===== src/design/gffrp_pkg.sv =====
// Package for the grid first-fit rectangle placer.
// Holds the default grid size, result status codes and sequencer state codes.
// No dependencies.
package gffrp_pkg;

  localparam int unsigned GridColsDefault = 8;
  localparam int unsigned GridRowsDefault = 15;

  localparam int unsigned SlotWidth = 7;
  localparam int unsigned SizeWidth = 4;

  typedef enum logic [1:0] {
    ST_PLACED  = 2'd0,
    ST_NOROOM  = 2'd1,
    ST_CLEARED = 2'd2
  } status_e;

  typedef enum logic [4:0] {
    S_IDLE = 5'b00001,
    S_ACC  = 5'b00010,
    S_EVAL = 5'b00100,
    S_MARK = 5'b01000,
    S_RESP = 5'b10000
  } state_e;

endpackage


===== src/design/grid_first_fit_rect_placer.sv =====
// Top level of the grid first-fit rectangle placer.
// Uses gffrp_pkg and gffrp_fit_unit.
//
// Usage: a request on the input channel (valid/ready) carries func, a
// rectangle width and height. func = 0 places the rectangle at the first free
// anchor, row-major, where it fits inside the grid without covering an
// occupied cell; the result gives status placed and the anchor index
// (column + row * GRID_COLS, low 7 bits), or status no room and slot 0.
// func = 1 frees the whole map at once and answers status cleared.
// Exactly one result per request, on the output channel (valid/ready).
//
// Timing: a clear goes from idle straight to the result state. A place
// scans one anchor row at a time: the rows under the rectangle are read one
// per cycle into a shared OR accumulator, then the columns are searched.
// Marking writes h rows, one per cycle.
// One request is worked on at a time; in_ready_o is high only when idle.
// A finished result sits in an output register; while the receiver stalls
// the block still takes the next request, but holds its result until the
// register is free. Reset frees every cell and drops any pending result.
module grid_first_fit_rect_placer #(
  parameter int unsigned GRID_COLS = gffrp_pkg::GridColsDefault,
  parameter int unsigned GRID_ROWS = gffrp_pkg::GridRowsDefault
) (
  input  logic                            clk_i,
  input  logic                            rst_ni,
  input  logic                            in_valid_i,
  output logic                            in_ready_o,
  input  logic                            func_i,
  input  logic [gffrp_pkg::SizeWidth-1:0] rect_width_i,
  input  logic [gffrp_pkg::SizeWidth-1:0] rect_height_i,
  output logic                            out_valid_o,
  input  logic                            out_ready_i,
  output logic [1:0]                      status_o,
  output logic [gffrp_pkg::SlotWidth-1:0] slot_o
);

  localparam int unsigned ColW  = (GRID_COLS > 1) ? $clog2(GRID_COLS) : 1;
  localparam int unsigned RowW  = (GRID_ROWS > 1) ? $clog2(GRID_ROWS) : 1;
  localparam int unsigned MaskW = GRID_COLS + 16;
  localparam int unsigned SzW   = gffrp_pkg::SizeWidth;
  localparam int unsigned SlW   = gffrp_pkg::SlotWidth;

  gffrp_pkg::state_e  state_q, state_d;
  gffrp_pkg::status_e res_status_q, res_status_d;
  gffrp_pkg::status_e status_q, status_d;

  logic [GRID_COLS-1:0] map_q [GRID_ROWS];
  logic [GRID_COLS-1:0] acc_q, acc_d;
  logic [GRID_COLS-1:0] anchor_q, anchor_d;
  logic [GRID_COLS-1:0] mask_q, mask_d;
  logic [RowW-1:0]      row_q, row_d;
  logic [SzW-1:0]       cnt_q, cnt_d;
  logic [SzW-1:0]       w_q, w_d;
  logic [SzW-1:0]       h_q, h_d;
  logic [SlW-1:0]       base_q, base_d;
  logic [SlW-1:0]       res_slot_q, res_slot_d;
  logic [SlW-1:0]       slot_q, slot_d;
  logic                 out_valid_q, out_valid_d;

  logic                 accept;
  logic                 zero_size;
  logic [SzW:0]         h_min;
  logic [SzW:0]         cnt_inc;
  logic [RowW:0]        rd_sum;
  logic [RowW-1:0]      rd_idx;
  logic [GRID_COLS-1:0] rd_row;
  logic [7:0]           next_end;
  logic                 fit_found;
  logic [ColW-1:0]      fit_col;
  logic [MaskW-1:0]     mark_wide;
  logic                 map_clear;
  logic                 map_write;

  assign in_ready_o = (state_q == gffrp_pkg::S_IDLE);
  assign accept     = in_valid_i && in_ready_o;

  assign zero_size = (w_q == '0) || (h_q == '0);
  assign h_min     = (h_q == '0) ? (SzW+1)'(1) : {1'b0, h_q};
  assign cnt_inc   = {1'b0, cnt_q} + (SzW+1)'(1);
  assign rd_sum    = (RowW+1)'(row_q) + (RowW+1)'(cnt_q);
  assign rd_idx    = rd_sum[RowW-1:0];
  assign rd_row    = map_q[rd_idx];
  assign next_end  = 8'(row_q) + 8'd1 + 8'(h_min);
  assign mark_wide = ((MaskW'(1) << w_q) - MaskW'(1)) << fit_col;

  gffrp_fit_unit #(
    .GRID_COLS(GRID_COLS)
  ) u_fit (
    .acc_i      (acc_q),
    .anchor_i   (anchor_q),
    .width_i    (w_q),
    .zero_size_i(zero_size),
    .found_o    (fit_found),
    .col_o      (fit_col)
  );

  always_comb begin
    state_d      = state_q;
    res_status_d = res_status_q;
    res_slot_d   = res_slot_q;
    acc_d        = acc_q;
    anchor_d     = anchor_q;
    mask_d       = mask_q;
    row_d        = row_q;
    cnt_d        = cnt_q;
    w_d          = w_q;
    h_d          = h_q;
    base_d       = base_q;
    out_valid_d  = out_valid_q;
    status_d     = status_q;
    slot_d       = slot_q;
    map_clear    = 1'b0;
    map_write    = 1'b0;

    if (out_valid_q && out_ready_i) begin
      out_valid_d = 1'b0;
    end

    case (state_q)
      gffrp_pkg::S_IDLE: begin
        if (accept) begin
          w_d        = rect_width_i;
          h_d        = rect_height_i;
          row_d      = '0;
          cnt_d      = '0;
          acc_d      = '0;
          base_d     = '0;
          res_slot_d = '0;
          if (func_i) begin
            map_clear    = 1'b1;
            res_status_d = gffrp_pkg::ST_CLEARED;
            state_d      = gffrp_pkg::S_RESP;
          end else if ((5'(rect_width_i) > 5'(GRID_COLS)) ||
                       (6'(rect_height_i) > 6'(GRID_ROWS))) begin
            res_status_d = gffrp_pkg::ST_NOROOM;
            state_d      = gffrp_pkg::S_RESP;
          end else begin
            state_d = gffrp_pkg::S_ACC;
          end
        end
      end
      gffrp_pkg::S_ACC: begin
        acc_d = acc_q | rd_row;
        if (cnt_q == '0) begin
          anchor_d = rd_row;
        end
        cnt_d = cnt_inc[SzW-1:0];
        if (cnt_inc >= h_min) begin
          state_d = gffrp_pkg::S_EVAL;
        end
      end
      gffrp_pkg::S_EVAL: begin
        cnt_d = '0;
        acc_d = '0;
        if (fit_found) begin
          mask_d       = mark_wide[GRID_COLS-1:0];
          res_status_d = gffrp_pkg::ST_PLACED;
          res_slot_d   = base_q + SlW'(fit_col);
          state_d      = zero_size ? gffrp_pkg::S_RESP : gffrp_pkg::S_MARK;
        end else if (next_end > 8'(GRID_ROWS)) begin
          res_status_d = gffrp_pkg::ST_NOROOM;
          res_slot_d   = '0;
          state_d      = gffrp_pkg::S_RESP;
        end else begin
          // advance to the next anchor row
          row_d   = row_q + RowW'(1);
          base_d  = base_q + SlW'(GRID_COLS);
          state_d = gffrp_pkg::S_ACC;
        end
      end
      gffrp_pkg::S_MARK: begin
        map_write = 1'b1;
        cnt_d     = cnt_inc[SzW-1:0];
        if (cnt_inc == {1'b0, h_q}) begin
          state_d = gffrp_pkg::S_RESP;
        end
      end
      gffrp_pkg::S_RESP: begin
        // hold the result until the output register is free
        if (!out_valid_q || out_ready_i) begin
          out_valid_d = 1'b1;
          status_d    = res_status_q;
          slot_d      = res_slot_q;
          state_d     = gffrp_pkg::S_IDLE;
        end
      end
      default: begin
        state_d = gffrp_pkg::S_IDLE;
      end
    endcase
  end

  always_ff @(posedge clk_i or negedge rst_ni) begin
    if (!rst_ni) begin
      state_q     <= gffrp_pkg::S_IDLE;
      out_valid_q <= 1'b0;
    end else begin
      state_q     <= state_d;
      out_valid_q <= out_valid_d;
    end
  end

  always_ff @(posedge clk_i or negedge rst_ni) begin
    if (!rst_ni) begin
      for (int r = 0; r < GRID_ROWS; r++) begin
        map_q[r] <= '0;
      end
    end else if (map_clear) begin
      for (int r = 0; r < GRID_ROWS; r++) begin
        map_q[r] <= '0;
      end
    end else if (map_write) begin
      map_q[rd_idx] <= rd_row | mask_q;
    end
  end

  always_ff @(posedge clk_i) begin
    res_status_q <= res_status_d;
    res_slot_q   <= res_slot_d;
    acc_q        <= acc_d;
    anchor_q     <= anchor_d;
    mask_q       <= mask_d;
    row_q        <= row_d;
    cnt_q        <= cnt_d;
    w_q          <= w_d;
    h_q          <= h_d;
    base_q       <= base_d;
    status_q     <= status_d;
    slot_q       <= slot_d;
  end

  assign out_valid_o = out_valid_q;
  assign status_o    = status_q;
  assign slot_o      = slot_q;

  // A placed rectangle only ever covers free cells.
  a_mark_free: assert property (@(posedge clk_i) disable iff (!rst_ni)
    (state_q == gffrp_pkg::S_MARK) |-> ((rd_row & mask_q) == '0))
    else $error("marking an occupied cell");

  // Only placed results carry an anchor index.
  a_slot_zero: assert property (@(posedge clk_i) disable iff (!rst_ni)
    (out_valid_o && (status_o != gffrp_pkg::ST_PLACED)) |-> (slot_o == '0))
    else $error("nonzero slot on a result that was not placed");

  // A clear request empties the map by the next cycle (checked on row 0) and enters the result state.
  a_clear_done: assert property (@(posedge clk_i) disable iff (!rst_ni)
    (accept && func_i) |=> (map_q[0] == '0 && state_q == gffrp_pkg::S_RESP))
    else $error("clear request did not empty the map");

  // The row walk never reads past the bottom of the grid.
  a_row_range: assert property (@(posedge clk_i) disable iff (!rst_ni)
    ((state_q == gffrp_pkg::S_ACC) || (state_q == gffrp_pkg::S_MARK))
      |-> (rd_sum < (RowW+1)'(GRID_ROWS)))
    else $error("row index out of grid");

  // A pending result is never dropped: leaving the result state loads it.
  a_result_load: assert property (@(posedge clk_i) disable iff (!rst_ni)
    (state_q == gffrp_pkg::S_RESP && state_d == gffrp_pkg::S_IDLE) |=> out_valid_o)
    else $error("result lost on its way to the output register");

endmodule


===== src/design/gffrp_fit_unit.sv =====
// Column fit search for one anchor row of the placer.
// Takes the OR of the rows under the rectangle and the anchor row, and finds
// the first free column where the rectangle fits. Uses gffrp_pkg.
module gffrp_fit_unit #(
  parameter int unsigned GRID_COLS = gffrp_pkg::GridColsDefault,
  localparam int unsigned ColW = (GRID_COLS > 1) ? $clog2(GRID_COLS) : 1
) (
  input  logic [GRID_COLS-1:0]            acc_i,
  input  logic [GRID_COLS-1:0]            anchor_i,
  input  logic [gffrp_pkg::SizeWidth-1:0] width_i,
  input  logic                            zero_size_i,
  output logic                            found_o,
  output logic [ColW-1:0]                 col_o
);

  localparam int unsigned MaskW = GRID_COLS + 16;

  logic [MaskW-1:0]     wmask;
  logic [GRID_COLS-1:0] fit;

  assign wmask = (MaskW'(1) << width_i) - MaskW'(1);

  // A zero-sized rectangle covers no cell but must still stay inside the grid.
  for (genvar c = 0; c < GRID_COLS; c++) begin : g_lane
    logic [MaskW-1:0] win;
    logic             in_grid;
    assign win     = wmask << c;
    assign in_grid = (6'(c) + 6'(width_i)) <= 6'(GRID_COLS);
    assign fit[c]  = !anchor_i[c] && in_grid &&
                     (zero_size_i || ((MaskW'(acc_i) & win) == '0));
  end

  // Lowest fitting column wins.
  always_comb begin
    found_o = 1'b0;
    col_o   = '0;
    for (int c = GRID_COLS - 1; c >= 0; c--) begin
      if (fit[c]) begin
        found_o = 1'b1;
        col_o   = ColW'(c);
      end
    end
  end

endmodule

===== config.mk =====
export PLATFORM = sky130hd
export DESIGN_NAME = grid_first_fit_rect_placer
export DESIGN_NICKNAME = d
export VERILOG_FILES = /design/src/design/gffrp_pkg.sv /design/src/design/grid_first_fit_rect_placer.sv /design/src/design/gffrp_fit_unit.sv
export SDC_FILE = /design/constraint.sdc
export NUM_CORES = 1
export LEC_CHECK = 0
export ABC_AREA = 1
export BUFFER_PORTS_ARGS = -buffer_cell sky130_fd_sc_hd__clkbuf_2
export CORE_ASPECT_RATIO = 1.5
export CORE_UTILIZATION = 65
export CTS_BUF_LIST = sky130_fd_sc_hd__clkbuf_8 sky130_fd_sc_hd__clkbuf_16
export DETAILED_ROUTE_END_ITERATION = 16
export GPL_TIMING_DRIVEN = 0
export PLACE_DENSITY = 0.8
export SLEW_MARGIN = 0
export SYNTH_ARGS = -nofsm -noshare
export SYNTH_HDL_FRONTEND = slang
export SYNTH_HIERARCHICAL = 1
export SYNTH_SLANG_ARGS = --single-unit

===== constraint.sdc =====
create_clock -name clk_i -period 4.5 [get_ports clk_i]
set_input_delay 0 -clock clk_i [delete_from_list [all_inputs] [get_ports clk_i]]
set_output_delay 0 -clock clk_i [all_outputs]
set_load 0.01 [all_outputs]

==> flow_metrics.py <==
metrics = {
    "run_status": {
        "outcome": "finished clean",
    },
    "synthesis": {
        "yosysTopAreaCell": "dfrtp_1",
        "netlist_instances": 1315,
        "syn_area_per_cell_um2": 7.938,
        "ys_types": 41,
        "synth_area_um2": 10440,
        "synth-edff-count": 62,
        "ys_warn_count": 6,
        "netlist_top_cells_area": "dfrtp_1 (30%), nand2_1 (20%), edfxtp_1 (18%)",
        "synth-xor-area-share_pct": 0.7551,
        "synth_top_area_share_pct": 29.97,
        "ys_seq_elements": 188,
        "muxShareOfSynthArea_pct": 0,
        "synth-simple-area-share_pct": 40.37,
        "synth_compound_area_share_pct": 1.978,
        "synth_top_family_by_area": "simple AND/OR/NAND/NOR gates",
        "ys.flop_type": "dfrtp_1",
        "synth_nets": 1347,
        "synthAdderAreaFrac_pct": 2.349,
        "async_flop_share_pct": 67.02,
        "seq_area_frac_synth_pct": 48.05,
    },
    "sta": {
        "whs_ns": 0.1053,
        "slew_headroom_pct": 42.66,
        "fmax_mhz": 266.8,
        "maxSlewViolCount": 0,
        "grt_setup_unrepaired": "no",
        "setup-violations-final": 0,
        "fin_crit_ns": 3.748,
        "worstMarginPinSlew_ns": 0.8569,
        "post-route-period-util_pct": 83.28,
        "skew_ns": 0.01169,
        "hold_viol": 0,
        "setup_tns_ns": 0,
    },
    "floorplanning": {
        "initial_core_util_pct": 66.51,
        "core_um2": 15700,
        "die_y_um": 157.2,
        "fp.dieW_um": 105.5,
        "io_pins": 24,
        "die_area_um2": 16580,
        "rows": 56,
    },
    "drt": {
        "viasPerCell": 5.846,
        "post_drt_wl_per_cell_um": 18.00,
        "drt_iter0_drc": 800,
        "drt_wl_total_um": 28540,
        "drc": 0,
        "drtPass1Iterations": 6,
        "ant_nets": 0,
        "vias": 9272,
    },
    "global_route": {
        "gr-total-overflow": 0,
        "grt_usage_pct": 36.55,
        "grt_max_degree": 71,
        "antenna_found_initial": 0,
        "grt_pass1_wl_um": 45720,
        "first_global_vias": 9163,
    },
    "layout": {
        "final_common_cell": "nand2_1",
        "layout.nets": 1402,
        "fin_cells": 1586,
        "area_growth_pct": 10.66,
        "layout_common_cells": "nand2_1 (552), nand3_1 (186), dfrtp_1 (125)",
        "finalInstanceArea_um2": 11550,
        "drive_above_1_share_pct": 11.42,
        "finalCoreUtilization_pct": 73.60,
        "diodes": 0,
    },
    "critical_path": {
        "cp-start-kind": "flip-flop",
        "crit_type": "flip-flop to flip-flop",
        "required_ns": 4.70,
        "endpoint_kind": "flip-flop",
        "cp_max_fo": 10,
        "cp_data_arrival_time_ns": 3.95,
        "r2r_cells": 18,
        "r2r-end": "mask_q[7]",
        "r2r_setup_slack_ns": 0.75,
        "r2r_start": "w_q[3]",
    },
    "power": {
        "ir_drop_v": 0.0004035,
        "p_leak_nw": 6.015,
        "netSwitchingFraction_pct": 46.02,
        "powerDensity_nw_per_um2": 638.2,
        "p_int_w": 0.003979,
        "power.switching_w": 0.003392,
        "clkPwrFrac_pct": 20.8,
        "p_seq_share_pct": 32.8,
        "combPwrFrac_pct": 46.3,
    },
    "clock_tree": {
        "clock_latency_ns": 0.44,
        "path_clk_slew_ns": 0.08,
        "cts-root-buf": "clkbuf_16",
        "numCtsBuffers": 17,
        "clock_path_buffers": 2,
        "h-tree-depth": 4,
        "clock_sinks": 188,
        "cts_tree": "built",
        "cts_setup_buffers": 0,
    },
    "place": {
        "gp_congestion": 0.9329,
        "dpl.hpwl_um": 20810,
        "io_buffers": 23,
        "place_area_um2": 10840,
        "dp.cells": 1542,
    },
    "job": {
        "max_cap_viol_count": 0,
    },
    "worst_hold_path": {
        "hold_path_class": "input pin to async pin",
    },
}
## through the flow
step                power [W]  setup WS (ns)
floorplan            0.004824          1.400
global placement     0.005696         0.8299
detailed placement   0.005772         0.8160
CTS                  0.007306         0.7751
global route         0.007740         0.4601
finish               0.007372         0.7523
## layout make-up
| class | instances | area [µm²] |
|---|---|---|
| clock buffer | 17 | 425.4 |
| clock inverter | 15 | 161.4 |
| inverter | 100 | 377.9 |
| buffer | 43 | 300.3 |
| fill | 1219 | 4144 |
| timing repair buffer | 36 | 271.5 |
| multi-input combinational | 984 | 4745 |
| sequential | 188 | 5016 |
| tap | 203 | 254.0 |
## cells in the mapped netlist, types with 5 or more instances
cell,number
inv_1,86
buf_6,13
a21oi_1,14
xnor2_1,5
nand4_1,33
ha_1,18
buf_4,9
nor2_2,13
inv_2,10
nand2_2,23
dfrtp_1,125
nor2_1,73
nand3b_4,8
o21ai_0,11
buf_2,6
nand3_1,186
nand2_1,552
edfxtp_1,62
nand3b_1,10
buf_1,11
## worst max path at each step
stage,endpoint,startpoint,slack [ns],depth (start not counted)
after detailed placement,res_slot_q[4],w_q[3],0.82,18
final,mask_q[7],w_q[3],0.75,18
after floorplan,mask_q[7],w_q[3],1.40,18
after CTS,res_slot_q[4],w_q[3],0.78,18
after global routing,mask_q[7],w_q[3],0.46,18
after global placement,res_slot_q[5],w_q[3],0.83,18
## power groups by stage
stage / Clock [W] / Combinational (W) / Sequential (W)
after floorplan: 0 / 0.00246 / 0.00236
after global placement: 0 / 0.00326 / 0.00243
after detailed placement: 0 / 0.00333 / 0.00244
after CTS: 0.00153 / 0.00336 / 0.00241
after global routing: 0.00159 / 0.00370 / 0.00245
final: 0.00154 / 0.00342 / 0.00242
## registers in the layout, summed over array words and instances, names as in the netlist, 5 cells and up
register	cells
anchor_q	8
mask_q	8
map_q	120
res_slot_q	7
acc_q	8
slot_o	7
state_q	5
## per-layer routing
layer / wire length, µm / track usage (%) / part of all wire (%)
met1: 10310 / 39.56 / 36
met2: 14690 / 65.79 / 51
met3: 1721 / 5.673 / 6.0
met4: 1824 / 24.55 / 6.4
met5: 0 / 0 / 0
## worst max-delay path, cell delays in order (launching register included)
cell and delay (ns):
edfxtp_1 0.56, nor2_4 0.32, nand2_4 0.14, ha_1 0.37, inv_1 0.11, nand2_1 0.06
a21boi_1 0.18, nand2_1 0.07, nor2_1 0.08, nand3_1 0.08, nand2_1 0.07, nand2_1 0.09
inv_1 0.07, nor2_1 0.04, nor2_1 0.37, clkinv_1 0.37, or2_2 0.39, nand3_1 0.08
nand2_1 0.05
## kinds of logic (layout without fill, tap and decap cells)
| kind of cell | count (synthesis) | in the layout |
|---|---|---|
| AOI/OAI and AO/OA | 36 | 36 |
| DFF | 188 | 188 |
| xor gates and xnor gates | 9 | 9 |
| buffers and inverters | 143 | 211 |
| and+or+nand+nor | 920 | 920 |
| adders and majority gates | 19 | 19 |
## what timing repair did
item,4_1_cts,5_1_grt
setup endpoints to repair,0,0
resized for setup,0,0
hold buffers,12,0
endpoints found under the hold margin,139,0
Note: power is estimated with default switching activity, not from simulation.
